### src/mclb_pkg.sv
// mclb_pkg: shared types and constants for the multi-channel led blinker
// request and response structs, request kinds, default sizes; no dependencies
package mclb_pkg;

    localparam int NUM_CHANNELS_DEF = 8;
    localparam int TIME_BITS_DEF    = 32;

    localparam int COUNT_BITS  = 16;
    localparam int ON_BITS     = 16;
    localparam int PERIOD_BITS = 17;
    localparam int MASK_BITS   = 8;

    typedef enum logic [1:0] {
        KIND_START    = 2'd0,
        KIND_STOP     = 2'd1,
        KIND_STOP_ALL = 2'd2,
        KIND_TICK     = 2'd3
    } t_kind;

    typedef struct packed {
        t_kind                  kind;
        logic [2:0]             channel;
        logic [COUNT_BITS-1:0]  repeat_count;
        logic [ON_BITS-1:0]     on_time;
        logic [ON_BITS-1:0]     off_time;
    } t_req;

    typedef struct packed {
        logic [MASK_BITS-1:0] lit_mask;
        logic [MASK_BITS-1:0] active_mask;
    } t_rsp;

endpackage

### src/mclb_div.sv
// mclb_div: restoring divider, one quotient bit per cycle
// divides a DW-bit elapsed time by a period; depends on mclb_pkg
module mclb_div #(
    parameter int DW = mclb_pkg::TIME_BITS_DEF
) (
    input  logic                            i_clk,
    input  logic                            i_rst_n,
    input  logic                            i_start,
    input  logic [DW-1:0]                   i_dividend,
    input  logic [mclb_pkg::PERIOD_BITS-1:0] i_divisor,
    output logic                            o_done,
    output logic [DW-1:0]                   o_quot,
    output logic [mclb_pkg::PERIOD_BITS-1:0] o_rem
);
    localparam int PB = mclb_pkg::PERIOD_BITS;
    localparam int CW = $clog2(DW + 1);

    logic          r_busy, n_busy;
    logic          r_done, n_done;
    logic [CW-1:0] r_cnt, n_cnt;
    logic [DW-1:0] r_quot, n_quot;
    logic [PB-1:0] r_rem, n_rem;
    logic [PB-1:0] r_div, n_div;

    logic [PB:0]   rem_sh;
    logic [PB:0]   rem_sub;
    logic          ge;

    assign rem_sh  = {r_rem, r_quot[DW-1]};
    assign ge      = rem_sh >= {1'b0, r_div};
    assign rem_sub = rem_sh - {1'b0, r_div};

    always_comb begin
        n_busy = r_busy;
        n_done = 1'b0;
        n_cnt  = r_cnt;
        n_quot = r_quot;
        n_rem  = r_rem;
        n_div  = r_div;
        if (i_start) begin
            n_busy = 1'b1;
            n_cnt  = CW'(DW);
            n_quot = i_dividend;
            n_rem  = '0;
            n_div  = i_divisor;
        end else if (r_busy) begin
            // dividend bits shift out the top while quotient bits enter below
            n_quot = {r_quot[DW-2:0], ge};
            n_rem  = ge ? rem_sub[PB-1:0] : rem_sh[PB-1:0];
            n_cnt  = r_cnt - 1'b1;
            if (r_cnt == CW'(1)) begin
                n_busy = 1'b0;
                n_done = 1'b1;
            end
        end
    end

    always_ff @(posedge i_clk) begin
        if (!i_rst_n) begin
            r_busy <= 1'b0;
            r_done <= 1'b0;
        end else begin
            r_busy <= n_busy;
            r_done <= n_done;
        end
    end

    always_ff @(posedge i_clk) begin
        r_cnt  <= n_cnt;
        r_quot <= n_quot;
        r_rem  <= n_rem;
        r_div  <= n_div;
    end

    assign o_done = r_done;
    assign o_quot = r_quot;
    assign o_rem  = r_rem;

endmodule

### src/multi_channel_led_blinker.sv
// multi_channel_led_blinker: top level of the led blink pattern generator
// holds the channel state and the sequencer; uses mclb_pkg and mclb_div
//
// usage:
//   request channel (i_req_valid / o_req_stall / i_req) carries start, stop,
//   stop-all and tick requests. response channel (o_rsp_valid / i_rsp_stall /
//   o_rsp) returns the lit mask and active mask once per request.
// request handling:
//   start, stop and stop-all pass from ST_IDLE to ST_DONE, which loads the masks
//   into the response register. a tick steps ST_SCAN past each idle channel;
//   for each active channel ST_DIV runs its elapsed time through the one shared
//   bit-serial divider, channel after channel, and then the tick ends in ST_DONE.
//   one request is in work at a time; o_req_stall is high meanwhile.
// reset:
//   synchronous active-low reset stops all channels, clears the time counter
//   and drops any pending response.
// stall:
//   the response sits in an output register; a new request is taken while it
//   waits, and its response is held back until the old one is taken.
module multi_channel_led_blinker #(
    parameter int NUM_CHANNELS = mclb_pkg::NUM_CHANNELS_DEF,
    parameter int TIME_BITS    = mclb_pkg::TIME_BITS_DEF
) (
    input  logic           i_clk,
    input  logic           i_rst_n,
    input  logic           i_req_valid,
    output logic           o_req_stall,
    input  mclb_pkg::t_req i_req,
    output logic           o_rsp_valid,
    input  logic           i_rsp_stall,
    output mclb_pkg::t_rsp o_rsp
);
    localparam int N   = NUM_CHANNELS;
    localparam int TB  = TIME_BITS;
    localparam int CB  = mclb_pkg::COUNT_BITS;
    localparam int OB  = mclb_pkg::ON_BITS;
    localparam int PB  = mclb_pkg::PERIOD_BITS;
    localparam int MB  = mclb_pkg::MASK_BITS;
    localparam int CHW = (N > 1) ? $clog2(N) : 1;

    typedef enum logic [3:0] {
        ST_IDLE = 4'b0001,
        ST_SCAN = 4'b0010,
        ST_DIV  = 4'b0100,
        ST_DONE = 4'b1000
    } t_state;

    t_state          r_state, n_state;
    logic [TB-1:0]   r_time, n_time;
    logic [CHW-1:0]  r_chan, n_chan;
    logic [N-1:0]    r_active, n_active;
    logic [N-1:0]    r_lit, n_lit;
    logic [CB-1:0]   r_count [N];
    logic [CB-1:0]   n_count [N];
    logic [OB-1:0]   r_on [N];
    logic [OB-1:0]   n_on [N];
    logic [PB-1:0]   r_period [N];
    logic [PB-1:0]   n_period [N];
    logic [TB-1:0]   r_start [N];
    logic [TB-1:0]   n_start [N];
    mclb_pkg::t_rsp  r_rsp, n_rsp;
    logic            r_rsp_valid, n_rsp_valid;

    logic [7:0]      ch_ext;
    logic            ch_ok;
    logic [CHW-1:0]  ch_idx;
    logic            chan_last;
    logic [PB-1:0]   period_eff;
    logic [MB-1:0]   lit8;
    logic [MB-1:0]   act8;

    logic            div_start;
    logic            div_done;
    logic [TB-1:0]   div_quot;
    logic [PB-1:0]   div_rem;

    assign ch_ext    = {5'b0, i_req.channel};
    assign ch_ok     = 32'(i_req.channel) < N;
    assign ch_idx    = ch_ext[CHW-1:0];
    assign chan_last = 32'(r_chan) == N - 1;
    // a zero period never comes from a start; treat it as one
    assign period_eff = (r_period[r_chan] == '0) ? PB'(1) : r_period[r_chan];

    for (genvar g = 0; g < MB; g++) begin : g_mask
        if (g < N) begin : g_on
            assign lit8[g] = r_lit[g];
            assign act8[g] = r_active[g];
        end else begin : g_off
            assign lit8[g] = 1'b0;
            assign act8[g] = 1'b0;
        end
    end

    mclb_div #(
        .DW (TB)
    ) u_mclb_div (
        .i_clk      (i_clk),
        .i_rst_n    (i_rst_n),
        .i_start    (div_start),
        .i_dividend (r_time - r_start[r_chan]),
        .i_divisor  (period_eff),
        .o_done     (div_done),
        .o_quot     (div_quot),
        .o_rem      (div_rem)
    );

    always_comb begin
        n_state     = r_state;
        n_time      = r_time;
        n_chan      = r_chan;
        n_active    = r_active;
        n_lit       = r_lit;
        n_count     = r_count;
        n_on        = r_on;
        n_period    = r_period;
        n_start     = r_start;
        n_rsp       = r_rsp;
        n_rsp_valid = r_rsp_valid && i_rsp_stall;
        div_start   = 1'b0;

        unique case (r_state)
            ST_IDLE: begin
                if (i_req_valid) begin
                    n_state = ST_DONE;
                    unique case (i_req.kind)
                        mclb_pkg::KIND_START: begin
                            if (ch_ok && !r_active[ch_idx] && i_req.repeat_count != '0
                                    && i_req.on_time != '0) begin
                                n_count[ch_idx]  = i_req.repeat_count;
                                n_on[ch_idx]     = i_req.on_time;
                                n_period[ch_idx] = {1'b0, i_req.on_time}
                                                 + {1'b0, i_req.off_time};
                                n_start[ch_idx]  = r_time;
                                n_active[ch_idx] = 1'b1;
                                n_lit[ch_idx]    = 1'b1;
                            end
                        end
                        mclb_pkg::KIND_STOP: begin
                            if (ch_ok) begin
                                n_active[ch_idx] = 1'b0;
                                n_lit[ch_idx]    = 1'b0;
                            end
                        end
                        mclb_pkg::KIND_STOP_ALL: begin
                            n_active = '0;
                            n_lit    = '0;
                        end
                        mclb_pkg::KIND_TICK: begin
                            n_time  = r_time + 1'b1;
                            n_chan  = '0;
                            n_state = ST_SCAN;
                        end
                        default: n_state = ST_DONE;
                    endcase
                end
            end
            ST_SCAN: begin
                if (r_active[r_chan]) begin
                    div_start = 1'b1;
                    n_state   = ST_DIV;
                end else if (chan_last) begin
                    n_state = ST_DONE;
                end else begin
                    n_chan = r_chan + 1'b1;
                end
            end
            ST_DIV: begin
                if (div_done) begin
                    n_lit[r_chan] = div_rem < {1'b0, r_on[r_chan]};
                    // all periods done: channel stops by itself
                    if (div_quot >= TB'(r_count[r_chan])) begin
                        n_active[r_chan] = 1'b0;
                        n_lit[r_chan]    = 1'b0;
                    end
                    if (chan_last) begin
                        n_state = ST_DONE;
                    end else begin
                        n_chan  = r_chan + 1'b1;
                        n_state = ST_SCAN;
                    end
                end
            end
            ST_DONE: begin
                if (!r_rsp_valid || !i_rsp_stall) begin
                    n_rsp.lit_mask    = lit8;
                    n_rsp.active_mask = act8;
                    n_rsp_valid       = 1'b1;
                    n_state           = ST_IDLE;
                end
            end
            default: n_state = ST_IDLE;
        endcase
    end

    always_ff @(posedge i_clk) begin
        if (!i_rst_n) begin
            r_state     <= ST_IDLE;
            r_time      <= '0;
            r_chan      <= '0;
            r_active    <= '0;
            r_lit       <= '0;
            r_rsp_valid <= 1'b0;
        end else begin
            r_state     <= n_state;
            r_time      <= n_time;
            r_chan      <= n_chan;
            r_active    <= n_active;
            r_lit       <= n_lit;
            r_rsp_valid <= n_rsp_valid;
        end
    end

    always_ff @(posedge i_clk) begin
        r_count  <= n_count;
        r_on     <= n_on;
        r_period <= n_period;
        r_start  <= n_start;
        r_rsp    <= n_rsp;
    end

    assign o_req_stall = r_state != ST_IDLE;
    assign o_rsp_valid = r_rsp_valid;
    assign o_rsp       = r_rsp;

endmodule

### config.mk
export PLATFORM = sky130hd
export DESIGN_NAME = multi_channel_led_blinker
export DESIGN_NICKNAME = d
export VERILOG_FILES = /design/src/mclb_pkg.sv /design/src/mclb_div.sv /design/src/multi_channel_led_blinker.sv
export SDC_FILE = /design/constraint.sdc
export NUM_CORES = 1
export LEC_CHECK = 0
export ABC_AREA = 0
export BUFFER_PORTS_ARGS = -buffer_cell sky130_fd_sc_hd__buf_2
export CAP_MARGIN = 10
export CELL_PAD_IN_SITES_DETAIL_PLACEMENT = 0
export CELL_PAD_IN_SITES_GLOBAL_PLACEMENT = 2
export CORE_MARGIN = 2
export CORE_UTILIZATION = 46
export CTS_CLUSTER_DIAMETER = 30
export DETAILED_ROUTE_END_ITERATION = 6
export HOLD_SLACK_MARGIN = 0.1
export PLACE_DENSITY = 0.87
export SYNTH_ARGS = -nofsm -noshare
export SYNTH_HDL_FRONTEND = slang
export SYNTH_SLANG_ARGS = --single-unit
### constraint.sdc
create_clock -name i_clk -period 12.25 [get_ports i_clk]
set_input_delay 2.45 -clock i_clk [delete_from_list [all_inputs] [get_ports i_clk]]
set_output_delay 2.45 -clock i_clk [all_outputs]
set_load 0.005 [all_outputs]
Word-level counts from Yosys, hierarchy flattened --
Cells that the tools add are included.
Storage, ports and cells: bits in registers 794, input bits 57
Operators by class: eq/ne operators 19, bitwise gates (word level) 12, mux-type cells 68, reduce and logical (&&, ||, !) cells 25, order comparisons 10, add/subtract/negate cells 6
Operators with widths (number):
- $bwmux W128 | 2
- $bwmux W256 | 1
- $mux W32 | 5
- $bwmux W136 | 1
- $bmux W16 S3 | 2
- $bmux W32 S3 | 1
- $demux W32 S3 | 1
- $mux W16 | 5
- $mux W17 | 4
- $mux W8 | 8
- $bmux W17 S3 | 1
- $demux W17 S3 | 1
- $demux W16 S3 | 1
- $pmux W8 S3 | 2
- $add A32 B1 Y32 const B | 1
- $and A8 B8 Y8 | 4
- $ge A32 B16 Y1 | 1
- $pmux W8 S2 | 2
- $reduce_bool A16 Y1 | 2
- $sub A32 B32 Y32 | 1
- $mux W4 | 7
- $ge A18 B17 Y1 | 1
- $add A16 B16 Y17 | 1
- $logic_not A17 Y1 | 1
- 43 further kinds | 84

Depth between registers and ports, before layout --
Gate-level depths: netlist of run 1.
word-level depth 10, depth in mapped cells 20, mapped depth without buffers 15

By module --
Synthesis of run 1 repeated with hierarchy kept, for this count alone.
Second synthesis, totals: cells, all modules 2312, area, all modules 33512.1 sq um
By module, submodules not included:
- multi_channel_led_blinker | cells each 1956, instances 1, sequential area each 21060.2 sq um, area an instance 29555.8 sq um
- mclb_div | cells each 356, instances 1, sequential area each 1971.9 sq um, area an instance 3956.3 sq um

Worst setup path after synthesis of run 1 --
Ideal clock, no wire load.
path type input to register, start input port i_req[49] (netlist bit), end register r_count[16] (netlist bit) (enable), slack 2.607 ns, arrival 9.023 ns, buffers on the path 1, stages on the path 6, data required time 11.630 ns, library setup time 0.620 ns, path through clkbuf_1 -> nand2_1 -> a211oi_1 -> o211a_1 -> nand4_1 -> nor3_1
On the way: word-level cells in the longest chain between the ends 6
RTL lines:
- start: declaration | line multi_channel_led_blinker.sv:28 | input mclb_pkg::t_req i_req,
- $bmux W1 S3 | line multi_channel_led_blinker.sv:127 | if (ch_ok && !r_active[ch_idx] && i_req.repeat_count != '0
- $mux W1 (not written as such) | line multi_channel_led_blinker.sv:127
- $logic_not A1 Y1 | line multi_channel_led_blinker.sv:127
- $logic_and A1 B1 Y1 | line multi_channel_led_blinker.sv:127
- $logic_and A1 B1 Y1 | line multi_channel_led_blinker.sv:128 | && i_req.on_time != '0) begin
- $reduce_and A4 Y1 (no line)
- end signal: assignment | line multi_channel_led_blinker.sv:214 | r_count <= n_count;
- end: declaration | line multi_channel_led_blinker.sv:53 | logic [CB-1:0] r_count [N];
Every way passes these cells. The select of a mux whose other input is x is not followed. A chain may end at the register's enable or synchronous reset.

Worst setup path after layout of run 1 --
start register r_chan[1], end register u_mclb_div.r_quot[31] (netlist: u_mclb_div.o_quot[31]), data pin
On the way: word-level cells in the longest chain between the ends 6
RTL lines:
- start: declaration | line multi_channel_led_blinker.sv:50 | logic [CHW-1:0] r_chan, n_chan;
- start signal: assignment | line multi_channel_led_blinker.sv:206 | r_chan <= n_chan;
- $not A3 Y4 (not written as such) | line multi_channel_led_blinker.sv:100 | .i_dividend (r_time - r_start[r_chan]),
- $bmux W32 S3 | line multi_channel_led_blinker.sv:100
- $mux W32 (not written as such) (2 in series) | line multi_channel_led_blinker.sv:100
- $sub A32 B32 Y32 | line multi_channel_led_blinker.sv:100
- $mux W32 * | line mclb_div.sv:40 | if (i_start) begin
- via u_mclb_div.n_quot[31] | line mclb_div.sv:21 | logic [DW-1:0] r_quot, n_quot;
- end signal: assignment | line mclb_div.sv:70 | r_quot <= n_quot;
- end: declaration | line mclb_div.sv:21
The timed path passes the listed nets; every way through them passes the cells marked *. The select of a mux whose other input is x is not followed.

==> results of run 1 <==
through the flow:
stage,setup WS [ps],instances
6_report,6070,3534
5_1_grt,5850,3534
4_1_cts,6230,3534
3_5_place_dp,5750,3268
3_3_place_gp,5850,3268
2_1_floorplan,2610,2319
cell usage after synthesis, types with 3 or more instances:
master,n
edfxtp_1,713
a22oi_1,228
nand2_1,122
ha_1,104
o21ai_0,101
a21oi_1,98
nor2_1,86
dfxtp_1,81
clkbuf_1,70
and3_1,59
a221oi_1,56
inv_1,53
a22o_1,49
xor2_1,40
xnor2_1,39
nand3_1,37
nand4_1,37
buf_1,30
nor2b_1,26
a21o_1,25
nor3_1,25
nor4_1,22
mux2i_1,21
o31ai_1,18
and4_1,16
nand2b_1,13
o21a_1,13
buf_2,12
nor3b_1,12
o211ai_1,12
a211oi_1,8
and2_1,8
or3_1,7
o21bai_1,6
a31oi_1,5
a31o_2,3
a41oi_1,3
fa_1,3
mux2_2,3
or2_2,3
flip-flops by register name, summed over array words and instances, names as in the netlist, named ones only:
signal,count
u_mclb_div.r_cnt,6
r_time,32
u_mclb_div.o_done,1
u_mclb_div.o_quot,32
act8,8
r_chan,3
u_mclb_div.r_div,17
r_on,128
u_mclb_div.o_rem,17
r_count,128
r_state,4
o_rsp_valid,1
o_rsp,16
u_mclb_div.r_busy,1
lit8,1
r_period,136
r_start,256
worst max path at each step:
stage                                  to  startpoint  slack (ps)
global route        u_mclb_div.o_quot[31]   r_chan[2]        5850
CTS                 u_mclb_div.o_quot[31]   r_chan[1]        6230
global placement             r_count[105]   i_req[16]        5850
detailed placement           r_count[106]   i_req[16]        5750
floorplan                     r_count[16]   i_req[49]        2610
finish              u_mclb_div.o_quot[31]   r_chan[1]        6070
logic make-up after synthesis:
group | Yosys count | synth area share (%)
xor gates and xnor gates | 79 | 2.08
DFF | 794 | 69.4
and+or+nand+nor | 490 | 7.75
muxes | 26 | 0.870
buffers and inverters | 167 | 1.93
adders and majority gates | 107 | 4.10
AOI/OAI and AO/OA | 656 | 13.9
power by group through the flow:
stage | logic [mW] | clock network [mW] | registers (mW)
floorplan | 0.131 | 0 | 3.05
global placement | 0.210 | 0 | 3.06
detailed placement | 0.216 | 0 | 3.06
CTS | 0.217 | 4.11 | 3.01
global route | 0.240 | 4.25 | 3.01
finish | 0.217 | 4.07 | 3.01
routing by layer:
metal	part of all wire [%]	GRT usage, %
met1	43	31.4
met3	8.5	6.12
met2	47	36.8
met5	0.048	0
met4	2.0	6.65
worst max-delay path, delay by kind of cell (launching register included):
| kind | cells | cell delay, ps |
|---|---|---|
| AOI/OAI and AO/OA | 7 | 2630 |
| buffers and inverters | 2 | 1210 |
| and+or+nand+nor | 5 | 820 |
| DFF | 1 | 780 |
| adders and majority gates | 1 | 260 |
| muxes | 1 | 190 |
final cells by class:
type / instances / area [um2]
clock buffers: 165 / 3780
multi-input cells: 1358 / 9640
inverters: 55 / 206
well taps: 950 / 1190
clock inverters: 101 / 1270
flip-flops and latches: 794 / 23000
repair buffers: 111 / 661
fillers: 5592 / 31700
==> impl_metrics.toml, run 1 <==
[global_route]
grt_usage_pct = 23.2
grt_max_degree = 81
grt_pass1_wl_um = 129000
antenna_found_initial = 4
grt_pass1_vias = 21016
grt-ovfl-total = 0

[drt]
vias = 21205
dr.pass1.iters = 7
via_per_inst = 6.00
routed_wl_um = 86200
drtIter0Drc = 2207
wl_per_cell_um = 24.4
drc_errors = 0
postRouteAntennaNets = 0

[finish]
diodes = 0
design_area_um2 = 39800
finish.utilization_pct = 55.6
final_common_cell = "edfxtp_1"
nets = 2627
area_delta_synth_final_pct = 19.8
mostFrequentLayoutCells = "edfxtp_1 (713), a22oi_1 (228), clkbuf_16 (146)"
drive_gt1_share_pct = 15.2

[pwr]
switching_power_mw = 1.56
comb_power_share_pct = 3.0
p_seq_share_pct = 41.2
ir_worst_vdd_uv = 102
total_power_mw = 7.30
p_leak_nw = 13.6
swShare_pct = 21.4
power_density_nw_per_um2 = 183
pwr-share-clk_pct = 55.8
p_int_mw = 5.74

[placement]
routabilityCongestion = 0.828
numPortBuffers = 74
dp_hpwl_um = 49300
postPlaceCellArea_um2 = 34700

[yosys]
synth_cell_type_count = 79
avgSynthCellArea_um2 = 14.3
synth_edf_count = 713
synthTopCellsByArea = "edfxtp_1 (64%), a22oi_1 (5.2%), dfxtp_1 (4.9%)"
synth_top_area_share_pct = 64.5
synthFlopType = "edfxtp_1"
synthCells = 2319
synth-async-reset-ratio_pct = 0
synth_area_um2 = 33200
yosysSeqAreaShare_pct = 69.4
ys_warn_count = 0
synth_nets = 2483
synth_largest_area_cell = "edfxtp_1"
ys_ff_latch = 794

[sta]
fin_skew_ps = 32.8
finalSetupTns_ps = 0
rsz0062_at_grt = "false"
hold_ws_ps = 459
slew_headroom_pct = 24.9
setup_viol = 0
timing.final.crit_period_ps = 6180
period_share_pct = 50.4
finalMaxSlewViolations = 0
hold_violations = 0
worst_slew_pin_slew_ps = 1130
max_freq_ghz = 0.162

[clock_tree]
tritoncts = "yes"
clock_sinks = 794
root_buffer = "clkbuf_16"
cts.repair.resized = 0
clk_pin_slew_ps = 50
clockBufferDepth = 3
cts_hold_buf = 0
post_cts_buffers = 0
clock_latency_ps = 720
htree_levels = 4
cts_buffers = 143

[floorplan]
rows = 98
initial_core_util_pct = 46.5
core_um2 = 71500
die_width_um = 273
ioPinCount = 75
die_area_um2 = 74400
chipHeight_um = 273

[setup_path]
slowest_stage = "dfxtp_1"
reg2reg_from = "r_chan[1]"
r2r-end = "u_mclb_div.o_quot[31]"
path_cells = "nand2_1 -> nor2_4 -> buf_4 -> buf_4 -> a22oi_1 -> and4_1 -> ha_1 -> nor2b_1 -> o31ai_1 -> a21oi_1 -> a31oi_1 -> a31oi_1 -> a221oi_1 -> o21ai_0 -> mux2i_1 -> nand2_1"
worstPathArrival_ps = 6630
r2r_cells = 16
critPathKind = "reg2reg"
cp-start-kind = "flop"
worstSetupEndpointType = "flop"
worst-path-max-fanout = 50
cp_slowest_stage_delay_ps = 780
r2r_setup_slack_ps = 6070
required_ps = 12700

[hold_path]
hold_path.class = "reg2reg"
holdCritStartpoint = "lit8[7]"
min_to = "o_rsp[15]"
hold_depth = 0

[outcome]
outcome = "finished clean"

[flow_run]
cap_violations = 0
(Power assumes the default switching activity.)
==> inputs of run 2 (changes only) <==
Settings changed: ABC_AREA 0 to 1, CORE_UTILIZATION 46 to 39, PLACE_DENSITY 0.87 to 0.83.
Clock period 12.25 ns to 5.5 ns, I/O delays scaled along.
==> impl_metrics.toml, run 2 <==
[pwr]
switching_power_mw = 6.23
comb_power_share_pct = 19.0
total_power_mw = 21.0
power_density_nw_per_um2 = 490
p_leak_nw = 16.4
ir_worst_vdd_uv = 320
p_int_mw = 14.7
pwr-share-clk_pct = 48.5
p_seq_share_pct = 32.5
swShare_pct = 29.7

[setup_path]
cp-start-kind = "flop"
crit_path_start = "r_chan[0]"
r2r_cells = 21
r2r_setup_slack_ps = 570
slowest_stage = "inv_2"
worstPathArrival_ps = 5520
worst-path-buf-inv = 5
worstSetupEndpointType = "flop"
cp_slowest_stage_delay_ps = 740
cp_top_family = "simple AND/OR/NAND/NOR gates"
r2r-end = "act8[5]"
required_ps = 6090
reg2reg_from = "r_chan[0]"
worst-path-max-fanout = 28
critPathKind = "reg2reg"
worst_path_most_repeated_cell = "nand2_1"
path_cells = "nand3_1 -> inv_2 -> a22o_1 -> a221oi_1 -> nand4_1 -> inv_1 -> ha_1 -> nand2_1 -> inv_1 -> nand2_1 -> nor2_1 -> nand2_1 -> nand3_1 -> nor2_2 -> nand2_1 -> inv_1 -> nand2_1 -> nand2_4 -> inv_2 -> o21ai_0 -> a21oi_1"

[yosys]
synthCells = 3067
synth_top_area_share_pct = 61.2
ys_ff_latch = 794
synth_common_cells = "nand2_1 (714), edfxtp_1 (713), inv_1 (255), nor2_1 (211), a21oi_1 (157)"
yosysSeqAreaShare_pct = 65.8
synthMuxAreaShare_pct = 0
synthXorXnorAreaFrac_pct = 1.35
ys_warn_count = 0
synth_largest_area_cell = "edfxtp_1"
synthTopCellsByArea = "edfxtp_1 (61%), nand2_1 (7.7%), dfxtp_1 (4.6%)"
synthFlopType = "edfxtp_1"
synth_area_um2 = 35000
synth-async-reset-ratio_pct = 0
synth_fa_ha_area_share_pct = 3.89
yosysMostFrequentCell = "nand2_1"
avgSynthCellArea_um2 = 11.4
synth_edf_count = 713
synth_cell_type_count = 53
synth-simple-area-share_pct = 14.8
synth_top_family_by_area = "simple AND/OR/NAND/NOR gates"
synth_nets = 3231
synth_compound_area_share_pct = 9.96

[floorplan]
initial_core_util_pct = 39.5
ioPinCount = 75
rows = 109
chipHeight_um = 304
core_um2 = 88600
die_area_um2 = 92100
die_width_um = 304

[hold_path]
hold_path.class = "reg2reg"
hold_depth = 0
min_to = "o_rsp[3]"
holdCritStartpoint = "act8[3]"

[global_route]
grt_usage_pct = 21.9
grt_pass1_wl_um = 150000
grt_pass1_vias = 24247
grt-ovfl-total = 0
antenna_found_initial = 2
grt_max_degree = 82

[sta]
hold_ws_ps = 473
finalMaxSlewViolations = 0
fin_skew_ps = 38.4
max_freq_ghz = 0.203
hold_violations = 0
setup_viol = 0
worst_slew_pin_slew_ps = 1110
timing.final.crit_period_ps = 4930
slew_headroom_pct = 26.3
rsz0062_at_grt = "false"
period_share_pct = 89.5

[drt]
via_per_inst = 5.35
routed_wl_um = 100000
drtIter0Drc = 1798
wl_per_cell_um = 22.0
drc_errors = 0
dr.pass1.iters = 5
postRouteAntennaNets = 0
vias = 24377

[placement]
dp_hpwl_um = 63300
place_inst = 4261
routabilityCongestion = 0.871
numPortBuffers = 74

[finish]
mostFrequentLayoutCells = "nand2_1 (713), edfxtp_1 (713), inv_1 (254)"
stdcell_count = 4558
nets = 3422
largest_register_ffs = 256
reg_top3 = "r_start (256), r_period (136)"
largest-register = "r_start"
area_delta_synth_final_pct = 22.3
diodes = 0
drive_gt1_share_pct = 13.3

[clock_tree]
cts.repair.resized = 0
cts_buffers = 160
root_buffer = "clkbuf_16"
cts_hold_buf = 0
tritoncts = "yes"
clock_sinks = 794
clk_pin_slew_ps = 40
post_cts_buffers = 0
clock_latency_ps = 740
htree_levels = 4
clockBufferDepth = 3

[outcome]
outcome = "finished clean"

[flow_run]
cap_violations = 0
## run 2: cell types whose count changed in the layout (fill, tap and decap cells not counted), sizes merged, moves of 18 or more
cell,delta
a21oi,+61
a22oi,-136
and3,-57
clkbuf,+18
inv,+206
mux2i,-21
nand2,+597
nand3,+68
nand4,+61
nor2,+128
nor2b,-26
nor3,+20
## run 2: metrics by stage
stage	worst slack, ps	utilization [%]	cell area [um2]	setup TNS [ps]
detailed placement	699	41.8	37000	0
floorplan	-1540	-	35000	-650460
finish	575	48.3	42800	0
global route	250	48.3	42800	0
global placement	872	41.8	37000	0
CTS	688	48.3	42800	0
## run 2: worst reg2reg max path, delay by kind of cell (launching register included)
kind	cells	cell delay (ps)
buffers and inverters	5	1100
adders and majority gates	1	280
and+or+nand+nor	11	2210
DFF	1	670
AOI/OAI and AO/OA	4	530
## run 2: power by group through the flow
stage	Combinational (mW)	Sequential, mW	Clock, mW
after floorplan	2.48	6.88	0
after detailed placement	3.97	6.92	0
final	3.99	6.81	10.2
after global placement	3.94	6.92	0
after CTS	4.00	6.81	10.3
after global routing	4.41	6.82	10.6
## run 2: cell type report
cell class | count | area [um2]
sequential | 794 | 23000
clock inverter | 114 | 1550
clock buffer | 183 | 4210
inverter | 271 | 1020
timing repair buffer | 125 | 953
fill | 7791 | 45900
tap | 1165 | 1460
multi-input combinational | 1906 | 10600
## run 2: layer usage
| layer | track usage [%] | up-vias | wire, um |
|---|---|---|---|
| met3 | 4.65 | 175 | 7090 |
| met1 | 29.9 | 11912 | 44300 |
| met2 | 34.6 | 841 | 45900 |
| li1 | - | 11449 | - |
| met5 | 0 | - | 0 |
| met4 | 8.22 | 0 | 3060 |
## run 2: worst max path at each step
stage | slack [ps] | endpoint | cells past startpoint
after global routing | 250 | act8[5] | 21
after detailed placement | 700 | act8[5] | 21
after floorplan | -1540 | r_count[100] | 9
final | 570 | act8[5] | 21
after CTS | 690 | act8[5] | 21
after global placement | 870 | u_mclb_div.o_quot[24] | 17
## run 2: cells by family after synthesis
group / after synthesis
xor gates and xnor gates: 54
DFF: 794
adders and majority gates: 107
buffers and inverters: 367
AOI/OAI and AO/OA: 530
and+or+nand+nor: 1215
==> inputs of run 3 (changes only) <==
==> constraint.sdc (replaced) <==
create_clock -name i_clk -period 5.5 [get_ports i_clk]
set_input_delay 0.825 -clock i_clk [delete_from_list [all_inputs] [get_ports i_clk]]
set_output_delay 0.825 -clock i_clk [all_outputs]
set_load 0.005 [all_outputs]
==> impl_metrics.toml, run 3 (synthesized netlist as in run 2, its figures left out) <==
[hold_path]
hold_path.class = "in2reg"

[setup_path]
worstSetupEndpointType = "flop"
worst-path-buf-inv = 5
r2r_setup_slack_ps = 430
cp_slowest_stage_delay_ps = 680
slowest_stage = "dfxtp_1"
worst-path-max-fanout = 19
path_cells = "nand3_1 -> inv_2 -> buf_4 -> nand2_1 -> nand4_1 -> inv_1 -> ha_1 -> a21o_1 -> nor2_1 -> nand3_1 -> nor2_2 -> nand2_1 -> inv_1 -> nand2_1 -> nand2_4 -> inv_2 -> o21ai_0 -> a21oi_1"
critPathKind = "reg2reg"
r2r_cells = 18
crit_end = "act8[6]"
worst_path_most_repeated_cell = "nand2_1"
r2r-end = "act8[6]"
cp-start-kind = "flop"
worstPathArrival_ps = 5650
cp_top_family = "simple AND/OR/NAND/NOR gates"
reg2reg_from = "r_chan[0]"
required_ps = 6080
crit_path_start = "r_chan[0]"
cp_num_cells = 18

[sta]
setup_viol = 0
max_freq_ghz = 0.197
finalMaxSlewViolations = 0
finalSetupTns_ps = 0
timing.final.crit_period_ps = 5070
period_share_pct = 92.2
rsz0062_at_grt = "false"
worst_slew_pin_slew_ps = 1100
hold_violations = 0
slew_headroom_pct = 26.1
fin_skew_ps = 55.2

[placement]
numPortBuffers = 74
dp_hpwl_um = 63400
routabilityCongestion = 0.877

[drt]
drtIter0Drc = 2289
routed_wl_um = 101000
drc_errors = 0
postRouteAntennaNets = 0
wl_per_cell_um = 22.1
dr.pass1.iters = 5
via_per_inst = 5.38
vias = 24538

[finish]
mostFrequentLayoutCells = "nand2_1 (713), edfxtp_1 (713), inv_1 (254)"
drive_gt1_share_pct = 13.3
nets = 3421
fill_cells = 7826
reg_top3 = "r_start (256), r_period (136)"
finish.utilization_pct = 48.6
largest-register = "r_start"
largest_register_ffs = 256
area_delta_synth_final_pct = 23.1

[pwr]
ir_worst_vdd_uv = 344
switching_power_mw = 6.35
comb_power_share_pct = 18.8
pwr-share-clk_pct = 49.4
p_seq_share_pct = 31.8
p_int_mw = 15.1
power_density_nw_per_um2 = 497
swShare_pct = 29.7
p_leak_nw = 16.5

[flow_run]
cap_violations = 0

[clock_tree]
post_cts_buffers = 0
clock_latency_ps = 760
cts_hold_buf = 0
htree_levels = 4
clockBufferDepth = 3
clock_sinks = 794
cts.repair.resized = 0
tritoncts = "yes"
root_buffer = "clkbuf_16"
cts_buffers = 160
clk_pin_slew_ps = 50

[global_route]
grt-ovfl-total = 0
grt_usage_pct = 22.1
grt_pass1_wl_um = 151000
antenna_found_initial = 3
grt_max_degree = 82
grt_pass1_vias = 24565

[floorplan]
rows = 109
initial_core_util_pct = 39.5
die_area_um2 = 92100
die_width_um = 304
core_um2 = 88600
chipHeight_um = 304
ioPinCount = 75

[outcome]
outcome = "finished clean"
==> run 3: cell count changes in the layout (fill, tap and decap cells not counted), sizes merged <==
cell,before,now
buf,125,124
clkbuf,183,179
clkinv,52,63
diode,0,2
inv,287,273
bufinv,27,35
clkinvlp,19,20
==> run 3: final cells by class <==
cell class / count / area [um2] / area share (%)
Tap cell: 1165 / 1460 / 3.39
Timing Repair Buffer: 124 / 933 / 2.17
Sequential cell: 794 / 23000 / 53.5
Clock inverter: 120 / 1900 / 4.41
Multi-Input combinational cell: 1906 / 10600 / 24.6
Clock buffer: 179 / 4140 / 9.61
Antenna cell: 2 / 5.00 / 0.0116
Inverter: 271 / 1020 / 2.37
==> run 3: worst reg2reg max path, stage by stage (launching register included) <==
cell and delay (ps):
dfxtp_1 680, nand3_1 610, inv_2 640, buf_4 350, nand2_1 90, nand4_1 100
inv_1 90, ha_1 300, a21o_1 180, nor2_1 130, nand3_1 250, nor2_2 400
nand2_1 410, inv_1 170, nand2_1 100, nand2_4 150, inv_2 80, o21ai_0 90
a21oi_1 100
==> run 3: worst min-delay path by stage <==
| stage | to | slack [ps] | from | cells past startpoint |
|---|---|---|---|---|
| global route | r_count[125] | 350 | i_req[45] | 1 |
| global placement | o_rsp[15] | 460 | lit8[7] | 0 |
| detailed placement | o_rsp[5] | 450 | act8[5] | 0 |
| floorplan | o_rsp[15] | 430 | lit8[7] | 0 |
| CTS | r_count[2] | 310 | i_req[34] | 1 |
| finish | r_count[66] | 370 | i_req[34] | 1 |
==> run 3: per-layer routing <==
layer	track usage [%]	wire length (um)	share of wire, %
met5	0	0	0
met4	8.13	2990	3.0
met3	4.41	6930	6.9
met2	34.9	46400	46
met1	30.2	44700	44
==> run 3: power by group through the flow <==
stage	logic, mW	registers [mW]	clock network [mW]
6_report	4.03	6.81	10.6
5_1_grt	4.44	6.82	11.0
4_1_cts	4.02	6.81	10.7
3_5_place_dp	4.00	6.92	0
3_3_place_gp	3.97	6.92	0
2_1_floorplan	2.48	6.88	0
==> run 3: through the flow <==
step	hold slack [ps]	instances	setup slack [ps]	cell area (um2)	power [mW]
after floorplan	430	3067	-1260	35000	9.36
after global routing	348	4559	139	43100	22.2
after detailed placement	454	4260	627	37000	10.9
after global placement	459	4260	699	37000	10.9
after CTS	314	4559	571	43100	21.5
final	372	4561	430	43100	21.4
